==> src/rtl/core/clksyn_pkg.sv <==
// Shared types and constants for the serial clock synthesiser programmer.
package clksyn_pkg;

  localparam int unsigned FreqW      = 28;
  localparam int unsigned WordW      = 20;
  localparam int unsigned CountW     = 5;
  localparam int unsigned IdxW       = 4;
  localparam int unsigned TableDepth = 16;
  localparam int unsigned NW         = 10;

  localparam logic [CountW-1:0] FrameBits = CountW'(20);
  localparam logic [NW-1:0]     NOffset   = NW'(257);

  // 143181818 / 460 = 311264 remainder 378; the remainder part N*378/460 = N*189/230
  // is taken by a reciprocal multiply: floor(N * 189 * ceil(2^24/230) / 2^24).
  localparam int unsigned QuotW      = 19;
  localparam logic [QuotW-1:0] FreqQuot = QuotW'(311264);
  localparam int unsigned RecipW     = 24;
  localparam logic [RecipW-1:0] FreqRecip = RecipW'(13786605);
  localparam int unsigned RecipShift = 24;

  typedef logic [FreqW-1:0] freq_t;
  typedef logic [WordW-1:0] word_t;
  typedef logic [IdxW-1:0]  idx_t;

  typedef struct packed {
    idx_t  idx;
    freq_t freq;
  } dec_t;

  typedef struct packed {
    logic  en;
    idx_t  idx;
    freq_t data;
  } tbl_wr_t;

endpackage

==> src/rtl/core/clksyn_decode.sv <==
// Frame decoder: frequency of the word that the next serial beat completes.
module clksyn_decode (
  input  clksyn_pkg::word_t shift_word,
  output clksyn_pkg::dec_t  dec
);
  import clksyn_pkg::*;

  logic [NW-1:0]            n_val;
  logic [NW+QuotW-1:0]      hi_prod;
  logic [NW+RecipW-1:0]     lo_prod;
  logic [NW-1:0]            lo_part;
  freq_t                    base;
  logic [1:0]               div_code;

  // After the final shift the word moves right by one, so read its fields one bit higher.
  always_comb begin
    n_val    = NW'(shift_word[15:8]) + NOffset;
    hi_prod  = (NW+QuotW)'(n_val) * (NW+QuotW)'(FreqQuot);
    lo_prod  = (NW+RecipW)'(n_val) * (NW+RecipW)'(FreqRecip);
    lo_part  = lo_prod[RecipShift +: NW];
    base     = FreqW'(hi_prod) + FreqW'(lo_part);
    div_code = shift_word[18:17];
    dec.idx  = shift_word[6:3];
    // divide by 8, 4, 2, 1 for codes 0..3
    dec.freq = base >> (~div_code);
  end

endmodule

==> src/rtl/core/clksyn_serial.sv <==
// Serial frame receiver: clock edge detect, frame shifter and table write request.
module clksyn_serial (
  input  logic               clk,
  input  logic               rst,
  input  logic               accept,
  input  logic               strobe_req,
  input  logic [3:0]         pins,
  input  clksyn_pkg::dec_t   dec,
  output clksyn_pkg::word_t  shift_word,
  output clksyn_pkg::tbl_wr_t wr
);
  import clksyn_pkg::*;

  logic              in_frame;
  logic              in_frame_next;
  logic [CountW-1:0] bit_count;
  logic [CountW-1:0] bit_count_next;
  word_t             shift_word_next;
  logic              prev_clock_pin;
  logic              edge_seen;
  logic [CountW-1:0] count_inc;

  always_comb begin
    edge_seen       = accept && strobe_req && pins[3] && !prev_clock_pin;
    count_inc       = bit_count + CountW'(1);
    in_frame_next   = in_frame;
    bit_count_next  = bit_count;
    shift_word_next = shift_word;
    wr.en           = 1'b0;
    wr.idx          = dec.idx;
    wr.data         = dec.freq;
    if (edge_seen) begin
      if (!in_frame) begin
        in_frame_next  = pins[2];
        bit_count_next = '0;
      end else begin
        shift_word_next = {pins[2], shift_word[WordW-1:1]};
        bit_count_next  = count_inc;
        if (count_inc == FrameBits) begin
          wr.en         = 1'b1;
          in_frame_next = 1'b0;
        end
      end
    end
  end

  always_ff @(posedge clk) begin
    if (rst) begin
      in_frame       <= 1'b0;
      bit_count      <= '0;
      shift_word     <= '0;
      prev_clock_pin <= 1'b0;
    end else begin
      in_frame   <= in_frame_next;
      bit_count  <= bit_count_next;
      shift_word <= shift_word_next;
      // record the clock level only on strobed beats
      if (accept && strobe_req) begin
        prev_clock_pin <= pins[3];
      end
    end
  end

  a_count_bound: assert property (@(posedge clk) disable iff (rst)
    bit_count <= FrameBits)
    else $error("bit count ran past frame length");

  a_frame_count: assert property (@(posedge clk) disable iff (rst)
    in_frame |-> bit_count < FrameBits)
    else $error("frame open with full bit count");

  a_write_ends: assert property (@(posedge clk) disable iff (rst)
    wr.en |=> !in_frame && bit_count == FrameBits)
    else $error("frame still open after table write");

endmodule

==> src/rtl/core/clksyn_table.sv <==
// Sixteen-entry frequency table with write-through read of the selected entry.
module clksyn_table (
  input  logic                clk,
  input  logic                rst,
  input  clksyn_pkg::tbl_wr_t wr,
  input  clksyn_pkg::idx_t    rd_idx,
  output clksyn_pkg::freq_t   rd_data
);
  import clksyn_pkg::*;

  freq_t freq_table [TableDepth];

  always_ff @(posedge clk) begin
    if (rst) begin
      freq_table <= '{default: '0};
    end else if (wr.en) begin
      freq_table[wr.idx] <= wr.data;
    end
  end

  // the result shows the table after this beat's write
  always_comb begin
    if (wr.en && wr.idx == rd_idx) begin
      rd_data = wr.data;
    end else begin
      rd_data = freq_table[rd_idx];
    end
  end

endmodule

==> src/rtl/core/serial_clock_synth_programmer.sv <==
// Top level: serial clock synthesiser programmer with registered result.
// Latency: the result for a beat is valid in the cycle after it is accepted.
// Throughput: one beat per cycle; input is taken while the result register is empty or drains.
// The path from the result register ready back to in_ready is the only cross-side link.
// Reset (synchronous): frame idle, shifter and clock level cleared, all table entries zero,
// result register empty.
module serial_clock_synth_programmer (
  input  logic              clk,
  input  logic              rst,
  input  logic              in_valid,
  output logic              in_ready,
  input  logic              strobe_req,
  input  logic [3:0]        pins,
  output logic              out_valid,
  input  logic              out_ready,
  output clksyn_pkg::freq_t clock_hz
);
  import clksyn_pkg::*;

  logic    accept;
  word_t   shift_word;
  dec_t    dec;
  tbl_wr_t wr;
  freq_t   rd_data;

  assign in_ready = !out_valid || out_ready;
  assign accept   = in_valid && in_ready;

  clksyn_decode u_decode (
    .shift_word (shift_word),
    .dec        (dec)
  );

  clksyn_serial u_serial (
    .clk        (clk),
    .rst        (rst),
    .accept     (accept),
    .strobe_req (strobe_req),
    .pins       (pins),
    .dec        (dec),
    .shift_word (shift_word),
    .wr         (wr)
  );

  clksyn_table u_table (
    .clk     (clk),
    .rst     (rst),
    .wr      (wr),
    .rd_idx  (pins),
    .rd_data (rd_data)
  );

  always_ff @(posedge clk) begin
    if (rst) begin
      out_valid <= 1'b0;
    end else if (accept) begin
      out_valid <= 1'b1;
    end else if (out_ready) begin
      out_valid <= 1'b0;
    end
  end

  always_ff @(posedge clk) begin
    if (accept) begin
      clock_hz <= rd_data;
    end
  end

  a_accept_result: assert property (@(posedge clk) disable iff (rst)
    accept |=> out_valid && clock_hz == $past(rd_data))
    else $error("accepted beat left no result");

  a_no_write_idle: assert property (@(posedge clk) disable iff (rst)
    !accept |-> !wr.en)
    else $error("table written without an accepted beat");

endmodule

==> config.mk <==
export PLATFORM = sky130hd
export DESIGN_NAME = serial_clock_synth_programmer
export DESIGN_NICKNAME = d
export VERILOG_FILES = /design/src/rtl/core/clksyn_pkg.sv /design/src/rtl/core/clksyn_decode.sv /design/src/rtl/core/clksyn_serial.sv /design/src/rtl/core/clksyn_table.sv /design/src/rtl/core/serial_clock_synth_programmer.sv
export SDC_FILE = /design/constraint.sdc
export NUM_CORES = 1
export LEC_CHECK = 0
export ABC_CLOCK_PERIOD_IN_PS = 11400
export BUFFER_PORTS_ARGS = -buffer_cell sky130_fd_sc_hd__buf_2
export CAP_MARGIN = 30
export CORE_UTILIZATION = 55
export CTS_CLUSTER_SIZE = 8
export DETAILED_ROUTE_END_ITERATION = 12
export PLACE_DENSITY = 0.69
export SYNTH_ARGS = -nofsm -noshare
export SYNTH_HDL_FRONTEND = slang
export SYNTH_SLANG_ARGS = --single-unit
==> constraint.sdc <==
create_clock -name clk -period 11.4 [get_ports clk]
set_input_delay 2.28 -clock clk [delete_from_list [all_inputs] [get_ports clk]]
set_output_delay 2.28 -clock clk [all_outputs]
set_load 0.02 [all_outputs]
# Yosys cells after proc, flatten, opt, wreduce, memory -nomap -nowiden
# Cells that the tools add are included.
[totals] output_inout_bits=30 register_bits=504
[op_classes] n_mux=15 n_bitwise=3 n_reduce_logical=11 n_shift=1 mul=2 eq_ne=2 order_cmp=3 add_sub_neg=3
[ops] cell="$bwmux 448" count=1
[ops] cell="$bmux 28 s4" count=1
[ops] cell="$demux 28 s4" count=1
[ops] cell="$mux 28" count=4
[ops] cell="$mul 10x24->34 const B" count=1
[ops] cell="$add 28x10->28" count=1
[ops] cell="$shr 28x2->28" count=1
[ops] cell="$mul 10x14->23 const B" count=1
[ops] cell="$add 8x9->10 const B" count=1
[ops] cell="$ge 5x5->1 const B" count=2
[ops] cell="$not 4->5" count=2
[ops] cell="$mux 1" count=7
[ops] cell="$logic_and 1x1->1" count=6
[ops] cell="$add 5x1->5 const B" count=1
[ops] cell="$eq 5x5->1 const B" count=1
[ops] cell="$lt 5x1->1 const B" count=1
[ops] cell="$mux 5" count=1
[ops] cell="$eq 4x4->1" count=1
[ops] cell="$logic_not 1->1" count=2
[ops] cell="$not 2->2" count=1
[ops] cell="$reduce_and 2->1" count=1
[ops] cell="$reduce_bool 2->1" count=1
[ops] cell="$logic_or 1x1->1" count=1

# Logic depth before layout (Yosys ltp)
# Gate-level depths: netlist of run 1.
[depth] depth_word=9 ltp_mapped=39

# Hierarchy
# Synthesis of run 1 repeated with hierarchy kept, for this count alone.
[hier_totals] hier_cells=3472 hier_area_um2=29817.3
[by_module_without_submodules] module="clksyn_table" instances=1 seq_area_each_um2=8968.6 cells_each=2299 area_each_um2=19413.6
[by_module_without_submodules] module="clksyn_decode" instances=1 seq_area_each_um2=0.0 cells_each=968 area_each_um2=8129.0
[by_module_without_submodules] module="clksyn_serial" instances=1 seq_area_each_um2=540.5 cells_each=172 area_each_um2=1378.8
[by_module_without_submodules] module="serial_clock_synth_programmer" instances=1 seq_area_each_um2=860.8 cells_each=33 area_each_um2=895.9

# Worst setup path before layout of run 1
# Ideal clock, no wire load.
[synth_timing] kind="register -> register" startpoint="register u_serial.shift_word[8]" endpoint="register clock_hz[18] (data pin)" required_time_ns=11.133 setup_slack_ns=1.421 arrival_ns=9.712 stages_incl_launch_ff=37 setup_ns=0.267 cell_sequence="dfxtp_1 -> ha_1 -> nand3_1 -> nor2_1 -> nand3_1 -> inv_1 -> fa_1 -> xnor2_1 -> ha_1 -> or2_2 -> fa_1 -> fa_1 -> inv_1 -> fa_1 -> inv_1 -> ha_1 -> nand3_1 -> o221ai_1 -> a221o_1 -> or3_1 -> o21ai_1 -> o211ai_1 -> and2_1 -> o41a_1 -> xor2_1 -> ha_1 -> a21o_1 -> a21o_1 -> a21o_1 -> nand4_1 -> nor3_1 -> nand3_2 -> xnor2_1 -> mux2_2 -> a21boi_1 -> buf_2 -> o21ai_0"
[synth_between] elab_chain_cells=5
[synth_rtl] item="start, declared" line_no="clksyn_serial.sv:9" rtl="output clksyn_pkg::word_t shift_word,"
[synth_rtl] item="start signal, assigned" line_no="clksyn_serial.sv:56" rtl="shift_word <= shift_word_next;"
[synth_rtl] item="$add 8x9->10 (*)" line_no="clksyn_decode.sv:17" rtl="n_val = NW'(shift_word[15:8]) + NOffset;"
[synth_rtl] item="$mul 10x24->34 or $mul 10x14->23 (tied branches)" line_no="clksyn_decode.sv:19, clksyn_decode.sv:18"
[synth_rtl] item="$add 28x10->28 (*)" line_no="clksyn_decode.sv:21" rtl="base = FreqW'(hi_prod) + FreqW'(lo_part);"
[synth_rtl] item="$shr 28x2->28 (*)" line_no="clksyn_decode.sv:25" rtl="dec.freq = base >> (~div_code);"
[synth_rtl] item="$mux 28 (*)" line_no="clksyn_table.sv:23" rtl="if (wr.en && wr.idx == rd_idx) begin"
[synth_rtl] item="named net rd_data[18]" line_no="serial_clock_synth_programmer.sv:24" rtl="freq_t rd_data;"
[synth_rtl] item="end signal, assigned" line_no="serial_clock_synth_programmer.sv:65" rtl="clock_hz <= rd_data;"
[synth_rtl] item="end, declared" line_no="serial_clock_synth_programmer.sv:16" rtl="output clksyn_pkg::freq_t clock_hz"
# The timed path passes the listed nets; every way through them passes the cells marked *.
# A chain may end at the register's enable or synchronous reset.

# Final worst setup path of run 1
[layout_timing] startpoint="register u_serial.shift_word[8]" endpoint="register clock_hz[24] (data pin)"
# Same word-level chain as after synthesis.

==> results.cfg, run 1 <==
[setup_path]
worstSetupStartpointType = flip-flop
worstSetupPathType = reg2reg
worstPathRequired_ps = 11720
slowest_delay_ps = 640
crit_path_end_kind = flip-flop
path_max_fanout = 17
r2r_setup_slack_ps = 680
cp_data_arrival_time_ps = 11050
cp_slowest_cell = fa_1

[global_routing]
antenna_found_initial = 1
grt_usage_pct = 32.9
grt-ovfl-total = 0
grt_pass1_wl_um = 136000
grt_max_degree = 152
grt_pass1_vias = 23673

[sta]
holdWs_ps = 447
fin_crit_ps = 10720
setup_viol = 0
finalCritPeriodShare_pct = 94.1
report.final.slew_viol_count = 0
hold_viol = 0
fmax_mhz = 93.3
setup_tns_ps = 0
layout_setup_ws_ps = 676
tightest_slew_ps = 1210
rsz0062_at_grt = false
relSlewSlack_pct = 19.2
clock_skew_ps = 24.5

[logic_synthesis]
ys_ff_latch = 501
synth_cell_type_count = 85
synthFlopType = dfxtp_1
avgSynthCellArea_um2 = 9.21
syn_area_um2 = 29300
ys_top_cells_by_area = dfxtp_1, mux4_2, fa_1
synth_nets = 3453
synth.yosys.seq_area_share_pct = 35.2
yosys.area.top_type_share_pct = 32.3
synthCells = 3181
synth-async-reset-ratio_pct = 0
yosysTopAreaCell = dfxtp_1
yosysWarnings = 0
synth_edf_count = 28

[layout]
final_nets = 3396
area_growth_pct = 9.43
stdcell_area_um2 = 32100
n_antenna_cell = 0
drive_above_1_share_pct = 13.6

[pwr]
power.density_nw_per_um2 = 120
leakage_uw = 0.0119
p_int_uw = 2990
power_frac_seq_pct = 46.3
max-vdd-ir-drop_uv = 102
switching_share_pct = 22.2
pwr-share-comb_pct = 2.9
pwr-share-clk_pct = 50.8
p_sw_uw = 854
total_power_uw = 3840

[status]
status = finished clean

[clock_tree]
clock_latency_ps = 610
cts_max_level = 3
cts_tree = done
clock-root-buffer = clkbuf_16
clk_path_buf_depth = 3
path_clk_slew_ps = 60
hold_buffers = 0
clkSinkCount = 501
cts_inserted_buffers = 72

[placed_design]
pre_cts_slack_ps = 457
place_area_um2 = 30000
place_congestion = 0.932
io_buffers = 38
dp_hpwl_um = 57100

[routing]
routedWlPerCell_um = 23.0
drc_errors = 0
route.vias.total = 24010
drt-initial-drc-count = 2613
routed_wl_um = 88100
dr.pass1.iters = 7
ant_nets = 0
via_per_inst = 6.26

[die]
die_x_um = 233
die_h_um = 233
placementRows = 84
pin_count = 39
core-area_um2 = 52700
fp.dieArea_um2 = 54200
start_util_pct = 55.7

[min_path]
hp-class = reg2reg

[run]
drv_cap = 0
cells in the final DEF (no fill, tap or decap), types with 14 or more instances in the layout:
cell	Yosys	final
nand3b_1	83	83
a211oi_2	19	19
nor2_1	289	277
nand3_1	43	43
mux2_2	14	15
fa_1	110	110
and2_1	14	14
o21ai_0	57	57
nor2_2	4	16
ha_1	153	153
a21oi_1	269	269
nand2_1	579	579
mux4_2	147	147
a221oi_1	16	16
a21o_1	21	21
clkbuf_1	196	16
nor3_1	51	49
o21bai_1	22	22
xor2_1	22	22
dfxtp_1	473	472
buf_4	1	69
o31ai_1	49	49
inv_1	176	176
a211oi_1	99	99
buf_2	22	35
edfxtp_1	28	28
xnor2_1	41	41
clkbuf_16	0	75
per-layer routing:
metal | vias up | GRT usage [%] | wire length, µm
met5 | - | 0 | 0
met4 | 0 | 15.4 | 3790
met3 | 273 | 5.55 | 7000
met2 | 1134 | 54.3 | 41700
met1 | 11672 | 42.0 | 35500
li1 | 10931 | - | -
per-stage QoR:
step / cells / utilization (%)
final: 3834 / 60.9
after global routing: 3834 / 60.9
after CTS: 3829 / 60.7
after detailed placement: 3733 / 56.9
after global placement: 3732 / 56.9
after floorplan: 3181 / -
worst paths after layout:
check	from	cells after the start	end
hold reg to reg	u_table.freq_table[348]	2	u_table.freq_table[348]
setup reg to reg	u_serial.shift_word[8]	36	clock_hz[24]
hold / removal	u_table.freq_table[348]	2	u_table.freq_table[348]
setup / recovery	u_serial.shift_word[8]	36	clock_hz[24]
final cells by class:
type | count | area (µm²)
Fill cell | 4413 | 20600
Multi-Input combinational cell | 2262 | 17400
Sequential cell | 501 | 10300
Clock buffer | 91 | 1940
Tap cell | 688 | 861
Timing Repair Buffer | 111 | 801
Inverter | 176 | 661
Clock inverter | 5 | 80.1
worst max-delay path: cells and delay by family (launching register included):
kind | cells | cell delay [ps]
buffers and inverters | 4 | 610
AOI/OAI and AO/OA | 11 | 3040
xor gates and xnor gates | 2 | 450
adders and majority gates | 8 | 3300
DFF | 1 | 300
and+or+nand+nor | 11 | 2710
cell usage after synthesis (57+ instances only):
library cell	n
a211oi_1	99
a21oi_1	269
clkbuf_1	196
dfxtp_1	473
fa_1	110
ha_1	153
inv_1	176
mux4_2	147
nand2_1	579
nand3b_1	83
nor2_1	289
o21ai_0	57
power by group through the flow:
| stage | sequential (µW) | combinational, µW | clock, µW |
|---|---|---|---|
| final | 1780 | 111 | 1950 |
| after CTS | 1780 | 109 | 1970 |
| after global routing | 1780 | 117 | 2050 |
| after detailed placement | 1810 | 109 | 0 |
| after floorplan | 1820 | 74.1 | 0 |
| after global placement | 1810 | 108 | 0 |
cells by family (layout without fill, tap and decap cells):
logic type | count (synthesis) | count (layout) | share of synthesized area, %
XOR/XNOR | 64 | 64 | 1.94
flip-flops | 501 | 501 | 35.2
adder cells (fa/ha/maj) | 263 | 263 | 14.0
multiplexers | 174 | 174 | 12.3
AND/OR/NAND/NOR | 1138 | 1138 | 17.1
AO/OA/AOI/OAI | 623 | 623 | 13.9
buffers and inverters | 418 | 383 | 5.56
timing repair:
action | 4_1_cts | 5_1_grt
resized for setup | 0 | 6
setup buffers | 0 | 1
endpoints found under the hold margin | 0 | 0
endpoints found under the setup margin | 0 | 117
flip-flops by register name (all words and copies together), names as in the netlist:
signal	flops
u_table.freq_table	448
clock_hz	28
u_serial.shift_word	17
u_serial.bit_count	5
out_valid	1
u_serial.in_frame	1
u_serial.prev_clock_pin	1
Power figures use the tool's default switching activity.
==> inputs of run 2 (changes only) <==
--- a/config.mk
+++ b/config.mk
@@ -9,9 +9,11 @@
 export BUFFER_PORTS_ARGS = -buffer_cell sky130_fd_sc_hd__buf_2
 export CAP_MARGIN = 30
 export CORE_UTILIZATION = 55
+export CTS_BUF_LIST = sky130_fd_sc_hd__clkbuf_4 sky130_fd_sc_hd__clkbuf_8
 export CTS_CLUSTER_SIZE = 8
 export DETAILED_ROUTE_END_ITERATION = 12
 export PLACE_DENSITY = 0.69
+export SLEW_MARGIN = 10
 export SYNTH_ARGS = -nofsm -noshare
 export SYNTH_HDL_FRONTEND = slang
 export SYNTH_SLANG_ARGS = --single-unit
==> run 2 against run 1 <==
Power decreased by 8.3%. Sequential power about the same. Global-route usage decreased by 0.47 points. Cell count increased by 1.3%. Sequential cell count unchanged. Critical path type unchanged. Fmax decreased by 1.2%. Highest routed layer unchanged. Sequential share of layout area increased by 0.24 points. Wire length decreased by 0.65%.
==> results.cfg, run 2 (synthesis gave the netlist of run 1 again) <==
[setup_path]
cp_slowest_cell = a2111oi_1
worstPathRequired_ps = 11800
slowest_delay_ps = 710
cp_data_arrival_time_ps = 11250
path_max_fanout = 17
worstSetupStartpointType = flip-flop
crit_path_end_kind = flip-flop
worstSetupPathType = reg2reg

[min_path]
hp-class = reg2reg

[placed_design]
place_area_um2 = 30000
dp_hpwl_um = 57100
io_buffers = 38
place_congestion = 0.932

[pwr]
leakage_uw = 0.0119
total_power_uw = 3520
max-vdd-ir-drop_uv = 83.0
power.density_nw_per_um2 = 111

[die]
start_util_pct = 55.7
die_h_um = 233
pin_count = 39
core-area_um2 = 52700
placementRows = 84
die_x_um = 233
fp.dieArea_um2 = 54200

[routing]
via_per_inst = 6.18
routed_wl_um = 87500
drt-initial-drc-count = 2624
dr.pass1.iters = 6
drc_errors = 0
route.vias.total = 23998
routedWlPerCell_um = 22.5
ant_nets = 0

[global_routing]
grt_pass1_wl_um = 134000
grt_usage_pct = 32.4
grt-ovfl-total = 0
grt_pass1_vias = 23425
antenna_found_initial = 1
grt_max_degree = 152

[sta]
rsz0062_at_grt = false
fin_crit_ps = 10850
clock_skew_ps = 44.6
report.final.slew_viol_count = 0
setup_tns_ps = 0
hold_viol = 0
holdWs_ps = 448
relSlewSlack_pct = 25.5
finalCritPeriodShare_pct = 95.2
tightest_slew_ps = 1120
fmax_mhz = 92.2
setup_viol = 0

[layout]
area_growth_pct = 8.61
final_nets = 3408
layout_commonest_cell = nand2_1
largestRegisters = u_table.freq_table (448), clock_hz (28), u_serial.shift_word (17)
drive_above_1_share_pct = 15.4
top_register = u_table.freq_table
mostFrequentLayoutCells = nand2_1, dfxtp_1, nor2_1, a21oi_1, inv_1
stdcell_area_um2 = 31800
largest_register_ffs = 448

[clock_tree]
cts_inserted_buffers = 81
cts_tree = done
cts_max_level = 3
clock-root-buffer = clkbuf_8
clk_path_buf_depth = 3
clock_latency_ps = 680
clkSinkCount = 501
path_clk_slew_ps = 70

[run]
drv_cap = 0

[status]
status = finished clean
-- run 2: power by group --
part	total (µW)	leakage (µW)	internal, µW	switching (µW)
Combinational	113	0.00692	36.2	77.1
Sequential	1770	0.00409	1770	2.89
Clock	1640	0.000910	914	721
Total	3520	0.0119	2720	801
-- run 2: path summary, 6_finish.rpt --
kind	startpoint	to	slack, ps	cells past startpoint
max reg2reg	u_serial.shift_word[8]	clock_hz[24]	550	34
min	u_table.freq_table[7]	u_table.freq_table[7]	450	2
max	u_serial.shift_word[8]	clock_hz[24]	550	34
min reg2reg	u_table.freq_table[7]	u_table.freq_table[7]	450	2
-- run 2: what timing repair did --
item	4_1_cts	5_1_grt
gates resized for setup	0	6
hold buffers	0	0
endpoints found under the setup margin	0	115
buffers inserted	0	1
-- run 2: area by class of cell --
class	count	area, µm²
clock buffer	135	1610
sequential	501	10300
multi-input combinational	2262	17400
clock inverter	7	83.8
fill	4511	20800
inverter	176	661
antenna	1	2.50
timing repair buffer	114	876
tap	688	861
-- run 2: layer usage --
metal	up-vias	GRT usage, %	part of all wire [%]
li1	10962	-	-
met1	11743	41.4	40
met2	1048	53.7	48
met3	245	5.63	8.1
met4	0	14.4	4.0
met5	-	0	0
-- run 2: critical path, delay by kind of cell (launching register included) --
| family | cells | cell delay (ps) |
|---|---|---|
| xor+xnor | 2 | 620 |
| buf+inv | 4 | 640 |
| compound gates | 12 | 3690 |
| simple gates | 8 | 2040 |
| fa+ha+maj | 8 | 3300 |
| flops | 1 | 300 |
-- run 2: metrics by stage --
step	utilization (%)	worst slack, ps	std cells
after floorplan	-	1420	3181
after global placement	56.9	771	3732
after detailed placement	56.9	434	3733
after CTS	60.1	438	3875
after global routing	60.5	27.9	3884
final	60.5	550	3884
